===== src/sv/iqfm_pkg.sv =====
// ----------------------------------------------------------------------------
// iqfm_pkg: shared constants, types and tables
// Sizes for the I/Q boxcar, the pair queue, the discriminator datapath, the
// CORDIC angle pipeline and the audio averager, plus the pair and angle types.
// ----------------------------------------------------------------------------
package iqfm_pkg;

  // Decimation factors
  localparam int DECIM_IQ    = 5;
  localparam int DECIM_AUDIO = 2;

  // Raw byte offset
  localparam logic signed [8:0] CENTER = 9'sd127;

  // Boxcar sums: centered bytes span -127..128
  localparam int IQC_W = (DECIM_IQ > 1) ? $clog2(DECIM_IQ) : 1;
  localparam int SUM_W = $clog2(128 * DECIM_IQ + 1) + 1;

  // Conjugate product and CORDIC vector
  localparam int PROD_W       = 2 * SUM_W;
  localparam int RE_W         = PROD_W + 1;
  localparam int PRESCALE     = 16;
  localparam int CW           = RE_W + PRESCALE + 2;
  localparam int CORDIC_STEPS = 14;
  localparam int Z_W          = 18;
  localparam int ANG_W        = 16;

  localparam logic signed [Z_W-1:0] HALF_TURN = Z_W'(32768);
  localparam logic signed [Z_W-1:0] ANG_MAX   = Z_W'(32767);

  // Audio averager: exact floor(mag / DECIM_AUDIO) by reciprocal multiply
  localparam int LOG_DA  = $clog2(DECIM_AUDIO);
  localparam int PC_W    = (DECIM_AUDIO > 1) ? LOG_DA : 1;
  localparam int PS_W    = ANG_W + LOG_DA + 1;
  localparam int MAG_W   = ANG_W + LOG_DA;
  localparam int DIV_SH  = MAG_W + LOG_DA;
  localparam int RECIP_W = MAG_W + 1;
  localparam longint RECIP_L = ((longint'(1) << DIV_SH) + DECIM_AUDIO - 1) / DECIM_AUDIO;
  localparam logic [RECIP_W-1:0] RECIP = RECIP_W'(RECIP_L);
  localparam int LO_W    = MAG_W / 2;
  localparam int HI_W    = MAG_W - LO_W;
  localparam int PL_W    = LO_W + RECIP_W;
  localparam int PH_W    = HI_W + RECIP_W;
  localparam int FULL_W  = MAG_W + RECIP_W;

  // Pair queue between front and back
  localparam int FIFO_DEPTH = 4;
  localparam int FPTR_W     = $clog2(FIFO_DEPTH);
  localparam int FCNT_W     = $clog2(FIFO_DEPTH + 1);

  typedef struct packed {
    logic signed [SUM_W-1:0] i;
    logic signed [SUM_W-1:0] q;
  } pair_t;

  typedef struct packed {
    logic                    vld;
    logic signed [ANG_W-1:0] ang;
  } angle_t;

  // atan(2^-k) in units of pi/32768
  function automatic logic signed [Z_W-1:0] atan_lut(input int k);
    case (k)
      0:       atan_lut = Z_W'(8192);
      1:       atan_lut = Z_W'(4836);
      2:       atan_lut = Z_W'(2555);
      3:       atan_lut = Z_W'(1297);
      4:       atan_lut = Z_W'(651);
      5:       atan_lut = Z_W'(326);
      6:       atan_lut = Z_W'(163);
      7:       atan_lut = Z_W'(81);
      8:       atan_lut = Z_W'(41);
      9:       atan_lut = Z_W'(20);
      10:      atan_lut = Z_W'(10);
      11:      atan_lut = Z_W'(5);
      12:      atan_lut = Z_W'(3);
      13:      atan_lut = Z_W'(1);
      default: atan_lut = '0;
    endcase
  endfunction

endpackage


===== src/sv/iqfm_avg.sv =====
// ----------------------------------------------------------------------------
// iqfm_avg: audio averager and output register
// Sums DECIM_AUDIO angles, divides by DECIM_AUDIO toward zero and holds the
// audio sample until it is taken. Drives the pipeline advance.
// ----------------------------------------------------------------------------
module iqfm_avg (
  input  logic                             clk,
  input  logic                             rst_n,
  input  iqfm_pkg::angle_t                 ang_i,
  output logic                             adv,
  output logic                             out_valid,
  input  logic                             out_ready,
  output logic signed [iqfm_pkg::ANG_W-1:0] out_audio_sample
);
  import iqfm_pkg::*;

  logic signed [PS_W-1:0]  ps_r, ps_nxt, sum_f_r, mag_full;
  logic [PC_W-1:0]         pc_r;
  logic                    done, vld_f_r, vld_g_r, neg_g_r, out_valid_r;
  logic [MAG_W-1:0]        mag;
  logic [PL_W-1:0]         pl_nxt, pl_g_r;
  logic [PH_W-1:0]         ph_nxt, ph_g_r;
  logic [FULL_W-1:0]       full;
  logic [ANG_W-1:0]        quo;
  logic signed [ANG_W-1:0] res_nxt, out_audio_sample_r;

  // Advance everything when the output register is free or being taken
  assign adv  = !out_valid_r || out_ready;
  assign done = (pc_r == PC_W'(DECIM_AUDIO - 1));

  always_comb begin
    ps_nxt   = ps_r + PS_W'(ang_i.ang);
    mag_full = (sum_f_r < 0) ? -sum_f_r : sum_f_r;
    mag      = mag_full[MAG_W-1:0];
    pl_nxt   = PL_W'(mag[LO_W-1:0]) * PL_W'(RECIP);
    ph_nxt   = PH_W'(mag[MAG_W-1:LO_W]) * PH_W'(RECIP);
    full     = (FULL_W'(ph_g_r) << LO_W) + FULL_W'(pl_g_r);
    quo      = ANG_W'(full >> DIV_SH);
    res_nxt  = neg_g_r ? -$signed(quo) : $signed(quo);
  end

  always_ff @(posedge clk) begin
    if (!rst_n) begin
      ps_r        <= '0;
      pc_r        <= '0;
      vld_f_r     <= 1'b0;
      vld_g_r     <= 1'b0;
      out_valid_r <= 1'b0;
    end else if (adv) begin
      if (ang_i.vld) begin
        if (done) begin
          ps_r <= '0;
          pc_r <= '0;
        end else begin
          ps_r <= ps_nxt;
          pc_r <= pc_r + 1'b1;
        end
      end
      vld_f_r     <= ang_i.vld && done;
      vld_g_r     <= vld_f_r;
      out_valid_r <= vld_g_r;
    end
  end

  always_ff @(posedge clk) begin
    if (adv) begin
      sum_f_r            <= ps_nxt;
      neg_g_r            <= (sum_f_r < 0);
      pl_g_r             <= pl_nxt;
      ph_g_r             <= ph_nxt;
      out_audio_sample_r <= res_nxt;
    end
  end

  assign out_valid        = out_valid_r;
  assign out_audio_sample = out_audio_sample_r;

endmodule


===== config.mk =====
export PLATFORM = sky130hd
export DESIGN_NAME = iqfm_avg
export DESIGN_NICKNAME = d
export VERILOG_FILES = /design/src/sv/iqfm_pkg.sv /design/src/sv/iqfm_avg.sv
export SDC_FILE = /design/constraint.sdc
export NUM_CORES = 1
export LEC_CHECK = 0
export ABC_CLOCK_PERIOD_IN_PS = 3300
export BUFFER_PORTS_ARGS = -buffer_cell sky130_fd_sc_hd__buf_2
export CORE_MARGIN = 3
export CORE_UTILIZATION = 59
export DETAILED_ROUTE_END_ITERATION = 10
export PLACE_DENSITY = 0.82
export SLEW_MARGIN = 10
export SYNTH_ARGS = -nofsm -noshare
export SYNTH_HDL_FRONTEND = slang
export SYNTH_SLANG_ARGS = --single-unit

===== constraint.sdc =====
create_clock -name clk -period 3.3 [get_ports clk]
set_clock_uncertainty 0.05 [all_clocks]
set_input_delay 0.165 -clock clk [delete_from_list [all_inputs] [get_ports clk]]
set_output_delay 0.165 -clock clk [all_outputs]
set_load 0.02 [all_outputs]

* After elaboration in Yosys (flattened, before gate mapping)
Index checks and enable logic that the tools add are counted.
** Operators by class
- Add/sub/neg operators :: 5
- Reductions and logical operators :: 4
- Muxes and demuxes :: 4
- Order comparisons :: 1
** Operators by type and width (count)
- $add A34 B25 Y34 :: 1
- $add A18 B16 Y18 :: 1
- $lt A18 B1 Y1 const B :: 1
- $mux W18 :: 1
- $mux W17 :: 1
- $neg A17 Y17 :: 1
- $mux W16 :: 1
- $neg A16 Y16 :: 1
- $reduce_and A2 Y1 :: 1
- $add A1 B1 Y1 const B :: 1
- $logic_and A1 B1 Y1 :: 1
- $logic_not A1 Y1 :: 1
- $logic_or A1 B1 Y1 :: 1
- $mux W1 :: 1
** Storage, ports and cells
- Word-level logic and storage cells :: 24
- Bits of input ports :: 20
- Output and inout port bits :: 18
- Bits in registers :: 74

* Depth between registers and ports, before layout
Gate-level depths: netlist of run 1.
- Word-level depth :: 3
- Mapped depth :: 9
- Gate-level depth less buffers :: 9

* Worst setup path after synthesis of run 1
No wires, ideal clock.
- Path kind :: register to register
- Start :: reg out_valid_r, in the netlist out_valid
- End :: reg ps_r[11]
- Arrival time :: 2.911 ns
- Period minus slack after synthesis :: 3.021 ns
- Library setup time :: 0.061 ns
- Slack :: 0.279 ns
- Buffers on the path :: 1
- Data required time :: 3.189 ns
- Stages on the path, launching flop included :: 8
- Cells stage by stage :: dfxtp_1 > nor2b_1 > inv_1 > nand2_1 > nor2_1 > and2_1 > clkbuf_1 > a32o_1
** On the way
- Word-level cells in the longest chain between the ends :: 3
** Ends and longest elaborated chain
- start, declared :: line iqfm_avg.sv:19 : logic done, vld_f_r, vld_g_r, neg_g_r, out_valid_r;
- start signal, assigned :: line iqfm_avg.sv:61 : out_valid_r <= vld_g_r;
- $logic_not A1 Y1 :: line iqfm_avg.sv:28 : assign adv = !out_valid_r || out_ready;
- $logic_or A1 B1 Y1 :: line iqfm_avg.sv:28
- via adv :: line iqfm_avg.sv:10 : output logic adv,
- $reduce_and A2 Y1 (no source line)
- end signal, assigned :: line iqfm_avg.sv:55 : ps_r <= ps_nxt;
- end, declared :: line iqfm_avg.sv:17 : logic signed [PS_W-1:0] ps_r, ps_nxt, sum_f_r, mag_full;
The timed path passes the listed nets, and every way through them passes these cells.
A chain may end at the register's enable or synchronous reset.

* Worst setup path after layout of run 1
- Start :: reg pl_g_r[18]
- End :: reg out_audio_sample_r[13], in the netlist out_audio_sample[13] (data pin)
** On the way
- Word-level cells in the longest chain between the ends :: 3
** Ends and longest elaborated chain
- start, declared :: line iqfm_avg.sv:21 : logic [PL_W-1:0] pl_nxt, pl_g_r;
- start signal, assigned :: line iqfm_avg.sv:69 : pl_g_r <= pl_nxt;
- $add A34 B25 Y34 * :: line iqfm_avg.sv:37 : full = (FULL_W'(ph_g_r) << LO_W) + FULL_W'(pl_g_r);
- $neg A16 Y16 :: line iqfm_avg.sv:39 : res_nxt = neg_g_r ? -$signed(quo) : $signed(quo);
- $mux W16 * :: line iqfm_avg.sv:39
- via res_nxt[13] :: line iqfm_avg.sv:25 : logic signed [ANG_W-1:0] res_nxt, out_audio_sample_r;
- end signal, assigned :: line iqfm_avg.sv:71 : out_audio_sample_r <= res_nxt;
- end, declared :: line iqfm_avg.sv:25
Mark *: on every way through the listed nets, which the timed path passes. The rest lies on a longest branch.

==> results.py, run 1 <==
metrics = {
    "sta": {
        "fin_crit_ns": 2.41,
        "slew_headroom_pct": 51.1,
        "finalHoldViolCount": 0,
        "drv_slew": 0,
        "rsz0062_at_grt": "false",
        "fmax_mhz": 415,
        "finalSetupTns_ns": 0,
        "setup_viol": 0,
        "finalCritPeriodShare_pct": 73.1,
        "worstMarginPinSlew_ns": 0.731,
    },
    "grt": {
        "grtUsageTotal_pct": 19.1,
        "grt-ovfl-total": 0,
        "grt_max_degree": 56,
        "antenna_found_initial": 0,
        "grt_pass1_wl_mm": 11.2,
        "first_global_vias": 2625,
    },
    "synth": {
        "synthCells": 332,
        "ys_ff_latch": 73,
        "synthArstFlopShare_pct": 0,
        "synth.distinct_cells": 43,
        "synth-edff-count": 51,
        "avgSynthCellArea_um2": 11.3,
        "synth-main-ff-cell": "edfxtp_1",
        "synth_warnings": 0,
        "synth_seq_area_share_pct": 52.4,
        "syn_nets": 372,
        "synthesis.area_um2": 3760,
    },
    "setup_path": {
        "start_kind": "flip-flop",
        "r2r_slack_ns": 0.89,
        "required_ns": 3.34,
        "critPathMaxFanout": 3,
        "critPathCaptureType": "flip-flop",
        "worstPathArrival_ns": 2.45,
        "worst_path_max_delay_cell": "or4_4",
        "critPathMaxStageDelay_ns": 0.47,
        "cp_cell_sequence": "or3_4, or3b_1, or4_4, o41ai_2, xnor2_1",
        "crit_type": "flip-flop to flip-flop",
    },
    "clock_tree": {
        "post_cts_resized": 0,
        "cts_buffers": 9,
        "cts_setup_buffers": 0,
        "tritoncts": "done",
        "clock_sinks": 73,
        "clk_path_buf_depth": 2,
        "insertion_delay_ns": 0.34,
        "cts-root-buf": "clkbuf_8",
        "path_clk_slew_ns": 0.08,
        "hold_buffers": 0,
        "cts-htree-levels": 3,
    },
    "layout": {
        "multiInputGateArea_um2": 1730,
        "nFillCells": 453,
        "fin_area_um2": 4260,
        "num-nets-final": 413,
        "drive_above_1_share_pct": 16.1,
        "n_antenna_cell": 0,
        "area_delta_synth_final_pct": 13.3,
        "seq_area_um2": 1970,
    },
    "routing": {
        "via_per_inst": 5.73,
        "drt-initial-drc-count": 122,
        "ant_nets": 0,
        "num_vias": 2595,
        "wl_per_cell_um": 14.2,
        "drt_wl_total_mm": 6.45,
        "drc": 0,
        "firstDrtPassIters": 4,
    },
    "floorplanning": {
        "io_pins": 38,
        "die_w_um": 85.8,
        "die_y_um": 85.8,
        "start_util_pct": 62.0,
        "core_area_um2": 6060,
        "num_rows": 28,
        "die_area_um2": 7370,
    },
    "outcome": {
        "status": "finished clean",
    },
    "worst_hold_path": {
        "hold_class": "input port to flip-flop",
    },
    "power_and_ir_drop": {
        "p_leak_nw": 1.69,
        "vdd_drop_max_uv": 425,
        "power_density_nw_per_um2": 772,
    },
    "place": {
        "place.detailed.hpwl_mm": 4.62,
        "gp_congestion": 0.961,
        "dpl_cell_area_um2": 4020,
        "io_buffers": 37,
    },
    "run": {
        "maxCapViolations": 0,
    },
}
==> where the power goes <==
group          leakage, nW  total (mW)  internal (mW)  switching [mW]
Sequential           0.720        1.58           1.37           0.211
Combinational        0.859       0.868          0.397           0.472
Clock                0.114       0.839          0.502           0.337
Total                 1.69        3.29           2.27            1.02
==> cell usage after synthesis, types with 3 or more instances <==
master / count / area [um^2]
xnor2_1: 34 / 298
o21a_1: 3 / 22.5
edfxtp_1: 51 / 1530
a31oi_1: 3 / 18.8
nor3b_1: 3 / 22.5
or4_1: 3 / 22.5
nand2b_1: 7 / 43.8
a21oi_1: 22 / 110
o21ai_0: 17 / 85.1
o31ai_1: 8 / 60.1
or3_1: 5 / 31.3
a22oi_1: 7 / 52.6
dfxtp_1: 22 / 440
a21o_1: 6 / 45.0
xor2_1: 11 / 96.3
nor2b_1: 12 / 75.1
a32o_1: 7 / 70.1
inv_1: 7 / 26.3
ha_1: 19 / 238
nand3_1: 6 / 30.0
nor2_1: 11 / 41.3
clkbuf_1: 9 / 33.8
nand2_1: 31 / 116
and2_1: 3 / 18.8
==> placed cells by master, fill, tap and decap left out, types with 2 or more instances in the layout <==
cell type,n
nor2b_1,12
a32o_1,7
a21o_1,6
or4_1,3
o21a_1,3
dfxtp_1,22
ha_1,19
and2_1,3
a21oi_1,22
nor2_1,11
nand2b_1,7
clkinvlp_4,2
xnor2_1,34
o41ai_2,2
edfxtp_1,51
buf_2,37
a31oi_1,3
xor2_1,11
clkbuf_8,9
a211oi_1,2
buf_4,2
or3_1,5
bufinv_16,3
a22oi_1,7
inv_1,6
nor3_1,2
nand3_1,6
nand2_1,31
a21boi_0,2
nand4_1,2
o31ai_1,8
nor3b_1,3
or3b_1,2
o21ai_0,17
==> cell type report <==
type	count	area share, %
sequential	73	46.3
multi-input combinational	243	40.5
timing repair buffer	39	4.70
clock buffer	9	2.91
clock inverter	7	2.76
tap	75	2.20
inverter	7	0.617
==> critical path: cells and delay by family, from the launching register on <==
family	cells	cell delay, ns
AND/OR/NAND/NOR	3	1.31
XOR/XNOR	1	0.10
AO/OA/AOI/OAI	1	0.29
flip-flops	1	0.42
==> state kept, by name, summed over array words and instances (netlist names) <==
name              cells
ps_r                 18
sum_f_r              18
out_audio_sample     16
ph_g_r                9
pl_g_r                7
done                  1
neg_g_r               1
out_valid             1
vld_f_r               1
vld_g_r               1
==> kinds of logic after synthesis <==
group	share of synthesized area (%)
AOI/OAI and AO/OA	15.7
xor gates and xnor gates	10.5
adders and majority gates	6.86
buffers and inverters	1.60
DFF	52.4
and+or+nand+nor	12.9
==> final timing paths <==
path,cells past startpoint,startpoint,endpoint
setup / recovery,5,pl_g_r[18],out_audio_sample[13]
hold / removal,3,ang_i[16],vld_f_r
setup reg to reg,5,pl_g_r[18],out_audio_sample[13]
hold reg to reg,2,vld_f_r,vld_f_r
==> per-layer routing <==
metal	GRT usage [%]	part of all wire (%)	vias up
met2	33.1	50	65
met1	22.4	44	1206
met4	8.20	1.3	0
li1	-	-	1315
met3	4.90	4.6	9
met5	0	0	-
==> stage by stage <==
step                hold WS [ns]  worst slack [ns]  instances  power (mW)  utilization, %
finish                    0.0820             0.888        453        3.29            70.3
global route              0.0919             0.781        453        3.48            70.3
CTS                       0.0627             0.884        453        3.31            70.3
global placement           0.400              1.00        437        2.42            66.3
detailed placement         0.410             0.889        437        2.48            66.3
floorplan                  0.277             0.279        332        2.23               -
Power figures use the tool's default switching activity.
==> inputs of run 2 (changes only) <==
--- a/config.mk
+++ b/config.mk
@@ -5,12 +5,13 @@
 export SDC_FILE = /design/constraint.sdc
 export NUM_CORES = 1
 export LEC_CHECK = 0
-export ABC_CLOCK_PERIOD_IN_PS = 3300
+export ABC_AREA = 1
+export ABC_CLOCK_PERIOD_IN_PS = 1950
 export BUFFER_PORTS_ARGS = -buffer_cell sky130_fd_sc_hd__buf_2
 export CORE_MARGIN = 3
-export CORE_UTILIZATION = 59
+export CORE_UTILIZATION = 54
 export DETAILED_ROUTE_END_ITERATION = 10
-export PLACE_DENSITY = 0.82
+export PLACE_DENSITY = 0.79
 export SLEW_MARGIN = 10
 export SYNTH_ARGS = -nofsm -noshare
 export SYNTH_HDL_FRONTEND = slang
==> constraint.sdc (replaced) <==
create_clock -name clk -period 1.95 [get_ports clk]
set_clock_uncertainty 0.05 [all_clocks]
set_input_delay 0.0975 -clock clk [delete_from_list [all_inputs] [get_ports clk]]
set_output_delay 0.0975 -clock clk [all_outputs]
set_load 0.02 [all_outputs]
==> run 2 against run 1 <==
Against the previous run: sequential power is 59% higher; via count rose by 21%; register-to-register slack worse by 0.83 ns; count of clock-buffer cells in the layout rose by 3; synthesized cell count is 34% higher; synthesized area rose by 7.3%; critical path type unchanged; critical endpoint is now sum_f_r[12].
==> results.py, run 2 <==
metrics = {
    "outcome": {
        "status": "finished clean",
    },
    "routing": {
        "drt-initial-drc-count": 119,
        "wl_per_cell_um": 12.8,
        "drc": 0,
        "num_vias": 3146,
        "ant_nets": 0,
        "firstDrtPassIters": 4,
        "via_per_inst": 5.25,
        "drt_wl_total_mm": 7.68,
    },
    "clock_tree": {
        "cts-root-buf": "clkbuf_8",
        "path_clk_slew_ns": 0.08,
        "cts-htree-levels": 3,
        "tritoncts": "done",
        "clk_path_buf_depth": 2,
        "cts_buffers": 9,
        "clock_sinks": 73,
        "insertion_delay_ns": 0.34,
    },
    "synth": {
        "synthesis.area_um2": 4040,
        "ys_ff_latch": 73,
        "synth_most_common_cell": "nand2_1",
        "synth_area_leaders": "edfxtp_1 (38%), dfxtp_1 (11%), nand2_1 (9.8%), xor2_1 (6.7%), ha_1 (5.9%)",
        "synth_common_cells": "nand2_1 (105), inv_1 (53), edfxtp_1 (51)",
        "synth_seq_area_share_pct": 48.9,
        "synth-main-ff-cell": "edfxtp_1",
        "syn_nets": 486,
        "synth.distinct_cells": 34,
        "yosys.area.top_type": "edfxtp_1",
        "avgSynthCellArea_um2": 9.05,
        "synth_warnings": 0,
        "synth-edff-count": 51,
        "synthArstFlopShare_pct": 0,
        "yosysTopAreaCellShare_pct": 38.0,
        "synthCells": 446,
    },
    "power_and_ir_drop": {
        "intPower_mw": 3.73,
        "seqPwrFrac_pct": 45.4,
        "p_sw_mw": 1.80,
        "power_frac_comb_pct": 29.7,
        "clockPowerShare_pct": 24.9,
        "switching_share_pct": 32.6,
        "power_density_nw_per_um2": 1170,
        "p_leak_nw": 2.12,
        "vdd_drop_max_uv": 579,
    },
    "worst_hold_path": {
        "hold_class": "input port to flip-flop",
    },
    "grt": {
        "first_global_vias": 3077,
        "grt_pass1_wl_mm": 12.7,
        "grtUsageTotal_pct": 18.8,
        "grt-ovfl-total": 0,
        "grt_max_degree": 35,
        "antenna_found_initial": 0,
    },
    "layout": {
        "area_delta_synth_final_pct": 17.1,
        "fin_area_um2": 4730,
        "nFillCells": 544,
        "n_antenna_cell": 0,
        "drive_above_1_share_pct": 20.5,
        "final_common_cell": "nand2_1",
        "final_cell_mix": "nand2_1 (102), inv_1 (51), edfxtp_1 (51), buf_2 (37), a21oi_1 (33)",
        "num-nets-final": 538,
    },
    "place": {
        "io_buffers": 37,
        "place.detailed.hpwl_mm": 5.57,
        "dpl_cell_area_um2": 4370,
        "gp_congestion": 0.931,
    },
    "floorplanning": {
        "io_pins": 38,
        "start_util_pct": 57.5,
        "num_rows": 30,
        "die_y_um": 92.4,
        "core_area_um2": 7020,
        "die_w_um": 92.4,
        "die_area_um2": 8550,
    },
    "setup_path": {
        "critPathMaxFanout": 3,
        "start_kind": "flip-flop",
        "required_ns": 2.00,
        "crit_type": "flip-flop to flip-flop",
        "worstPathArrival_ns": 1.94,
        "critPathCaptureType": "flip-flop",
    },
    "sta": {
        "finalCritPeriodShare_pct": 97.0,
        "drv_slew": 0,
        "fin_crit_ns": 1.89,
        "holdWs_ns": 0.0367,
        "worstMarginPinSlew_ns": 0.718,
        "setup_viol": 0,
        "fmax_mhz": 529,
        "rsz0062_at_grt": "true",
        "finalHoldViolCount": 0,
        "slew_headroom_pct": 52.1,
    },
    "run": {
        "maxCapViolations": 0,
    },
}
## run 2: metrics by stage
| step | worst slack [ns] | TNS, ns | util [%] | cells | total power [mW] |
|---|---|---|---|---|---|
| 6_report | 0.0594 | 0 | 67.3 | 599 | 5.53 |
| 5_1_grt | -0.0455 | -0.118 | 67.3 | 599 | 5.87 |
| 4_1_cts | 0.00492 | 0 | 66.0 | 597 | 5.51 |
| 3_5_place_dp | -0.00201 | -0.00201 | 62.3 | 579 | 4.13 |
| 3_3_place_gp | 0.0481 | 0 | 62.3 | 579 | 4.07 |
| 2_1_floorplan | -0.245 | -4.31 | - | 446 | 3.71 |
## run 2: final timing paths
check                           cells past startpoint     start  slack, ns          end
worst min-delay path                                2  ang_i[0]       0.04   sum_f_r[0]
worst max-delay path                                9   ps_r[0]       0.06  sum_f_r[12]
worst min register to register                      2   vld_g_r       0.40    out_valid
worst max register to register                      9   ps_r[0]       0.06  sum_f_r[12]
## run 2: cells by family after synthesis
logic type / share of synthesized area [%]
AND/OR/NAND/NOR: 21.7
AO/OA/AOI/OAI: 9.15
flip-flops: 48.9
XOR/XNOR: 8.03
adder cells (fa/ha/maj): 6.39
buffers and inverters: 5.83
## run 2: layout make-up
type / instances / area, um^2 / area share, %
Sequential cell: 73 / 1980 / 41.8
Timing Repair Buffer: 48 / 273 / 5.77
Clock buffer: 12 / 166 / 3.52
Inverter: 53 / 203 / 4.29
Clock inverter: 4 / 71.3 / 1.51
Multi-Input combinational cell: 313 / 1920 / 40.5
Tap cell: 96 / 120 / 2.54
## run 2: power by group through the flow
| stage | Clock (mW) | Sequential [mW] | Combinational, mW |
|---|---|---|---|
| after floorplan | 0 | 2.74 | 0.969 |
| after detailed placement | 0 | 2.54 | 1.59 |
| final | 1.38 | 2.51 | 1.64 |
| after global placement | 0 | 2.52 | 1.54 |
| after global routing | 1.49 | 2.56 | 1.82 |
| after CTS | 1.41 | 2.51 | 1.60 |
## run 2: worst max-delay path, stage by stage (launching register included)
cell and delay (ns):
dfxtp_2 0.34, ha_4 0.16, fa_2 0.39, nand3_2 0.09
nand2_2 0.07, nand2_2 0.11, nand2_4 0.07, a21oi_4 0.15
nand2_1 0.08, and2_1 0.13
## run 2: layer usage
metal  wire (um)  GRT usage, %
met1        3060          19.4
met2        3960          34.3
met3         428          4.47
met4         226          11.3
met5           0             0
## run 2: repair_timing
item,in CTS,in global routing
pin swaps,0,11
endpoints found under the setup margin,4,14
hold endpoints to repair,3,0
gates resized for setup,1,19
hold buffers,2,0
setup buffers,0,2
==> inputs of run 3 (changes only) <==
--- a/config.mk
+++ b/config.mk
@@ -12,6 +12,7 @@
 export CORE_UTILIZATION = 54
 export DETAILED_ROUTE_END_ITERATION = 10
 export PLACE_DENSITY = 0.79
+export RECOVER_POWER = 25
 export SLEW_MARGIN = 10
 export SYNTH_ARGS = -nofsm -noshare
 export SYNTH_HDL_FRONTEND = slang
==> run 3 against run 2 <==
Against the previous run: non-clock buffer count unchanged; combinational power is essentially flat; setup slack about the same; final cell count unchanged; via count about the same; die area unchanged; fmax about the same; flip-flop and latch count stayed put; total power is 0.11% lower; largest power group unchanged; highest routed layer unchanged.
==> results.py, run 3 (synthesis results as in run 2) <==
metrics = {
    "routing": {
        "drt_wl_total_mm": 7.68,
        "num_vias": 3143,
        "wl_per_cell_um": 12.8,
        "ant_nets": 0,
        "drt-initial-drc-count": 119,
        "via_per_inst": 5.25,
        "drc": 0,
        "firstDrtPassIters": 4,
    },
    "floorplanning": {
        "start_util_pct": 57.5,
        "core_area_um2": 7020,
        "die_area_um2": 8550,
        "die_w_um": 92.4,
        "die_y_um": 92.4,
        "io_pins": 38,
        "num_rows": 30,
    },
    "clock_tree": {
        "clock_sinks": 73,
        "tritoncts": "done",
        "cts_buffers": 9,
        "cts-htree-levels": 3,
        "cts-root-buf": "clkbuf_8",
        "insertion_delay_ns": 0.34,
        "clk_path_buf_depth": 2,
        "path_clk_slew_ns": 0.08,
    },
    "worst_hold_path": {
        "hold_class": "input port to flip-flop",
        "hold_path_depth": 2,
    },
    "grt": {
        "grt_max_degree": 35,
        "first_global_vias": 3077,
        "grt_pass1_wl_mm": 12.7,
        "grtUsageTotal_pct": 18.8,
        "grt-ovfl-total": 0,
        "antenna_found_initial": 0,
    },
    "layout": {
        "drive_above_1_share_pct": 20.3,
        "fin_cells": 599,
        "nFillCells": 546,
        "seq_area_um2": 1980,
        "n_antenna_cell": 0,
        "num-nets-final": 538,
        "area_delta_synth_final_pct": 17.0,
        "final_common_cell": "nand2_1",
        "final_cell_mix": "nand2_1 (102), inv_1 (51), edfxtp_1 (51), buf_2 (37), a21oi_1 (33)",
        "multiInputGateArea_um2": 1920,
        "fin_area_um2": 4720,
    },
    "sta": {
        "slew_headroom_pct": 52.1,
        "holdWs_ns": 0.0368,
        "fmax_mhz": 529,
        "finalSetupTns_ns": 0,
        "finalHoldViolCount": 0,
        "worstMarginPinSlew_ns": 0.718,
        "fin_crit_ns": 1.89,
        "drv_slew": 0,
        "finalCritPeriodShare_pct": 97.0,
        "rsz0062_at_grt": "true",
        "setup_viol": 0,
    },
    "setup_path": {
        "worst-r2r-cell-count": 9,
        "worstPathArrival_ns": 1.94,
        "required_ns": 2.00,
        "critPathMaxFanout": 3,
        "crit_type": "flip-flop to flip-flop",
        "start_kind": "flip-flop",
        "critPathCaptureType": "flip-flop",
    },
    "place": {
        "gp_congestion": 0.931,
        "place.detailed.hpwl_mm": 5.57,
        "io_buffers": 37,
        "dp.cells": 579,
        "dpl_cell_area_um2": 4370,
    },
    "outcome": {
        "status": "finished clean",
    },
    "power_and_ir_drop": {
        "power_density_nw_per_um2": 1170,
        "p_leak_nw": 2.12,
        "vdd_drop_max_uv": 579,
    },
    "run": {
        "maxCapViolations": 0,
    },
}
==> run 3: power breakdown <==
part	switching (mW)	internal, mW
Combinational	1.01	0.623
Sequential	0.242	2.26
Clock	0.543	0.832
==> run 3: per-layer routing <==
metal / up-vias / track usage, % / wire length, um
li1: 1580 / - / -
met1: 1422 / 19.4 / 3070
met2: 119 / 34.3 / 3970
met3: 22 / 4.47 / 425
met4: 0 / 11.3 / 216
met5: - / 0 / 0
==> run 3: per-stage QoR <==
step                total power [mW]  utilization [%]  worst slack, ns
detailed placement              4.13             62.3         -0.00201
finish                          5.52             67.3           0.0594
CTS                             5.51             66.0          0.00492
global placement                4.07             62.3           0.0481
global route                    5.86             67.3          -0.0455
floorplan                       3.71                -           -0.245
==> run 3: critical path, stage by stage (launching register included) <==
cell     delay [ns]
dfxtp_2        0.34
ha_4           0.16
fa_2           0.39
nand3_2        0.09
nand2_2        0.07
nand2_2        0.11
nand2_4        0.07
a21oi_4        0.15
nand2_1        0.08
and2_1         0.13
==> run 3: final cells by class <==
cell class | instances | share of cell area (%)
Clock inverter | 4 | 1.51
Timing Repair Buffer | 48 | 5.70
Tap cell | 96 | 2.54
Sequential cell | 73 | 41.9
Inverter | 53 | 4.29
Clock buffer | 12 | 3.52
Multi-Input combinational cell | 313 | 40.6
==> run 3: path summary, 6_finish.rpt <==
check	start	endpoint	slack, ns
max	ps_r[0]	sum_f_r[12]	0.06
min reg2reg	vld_g_r	out_valid	0.40
min	ang_i[0]	sum_f_r[0]	0.04
max reg2reg	ps_r[0]	sum_f_r[12]	0.06
==> run 3: timing repair <==
action | in CTS | in global routing
buffers inserted | 0 | 2
gates resized for setup | 1 | 19
endpoints found under the hold margin | 3 | 0
setup endpoints to repair | 4 | 14
pin swaps | 0 | 11
hold buffers | 2 | 0
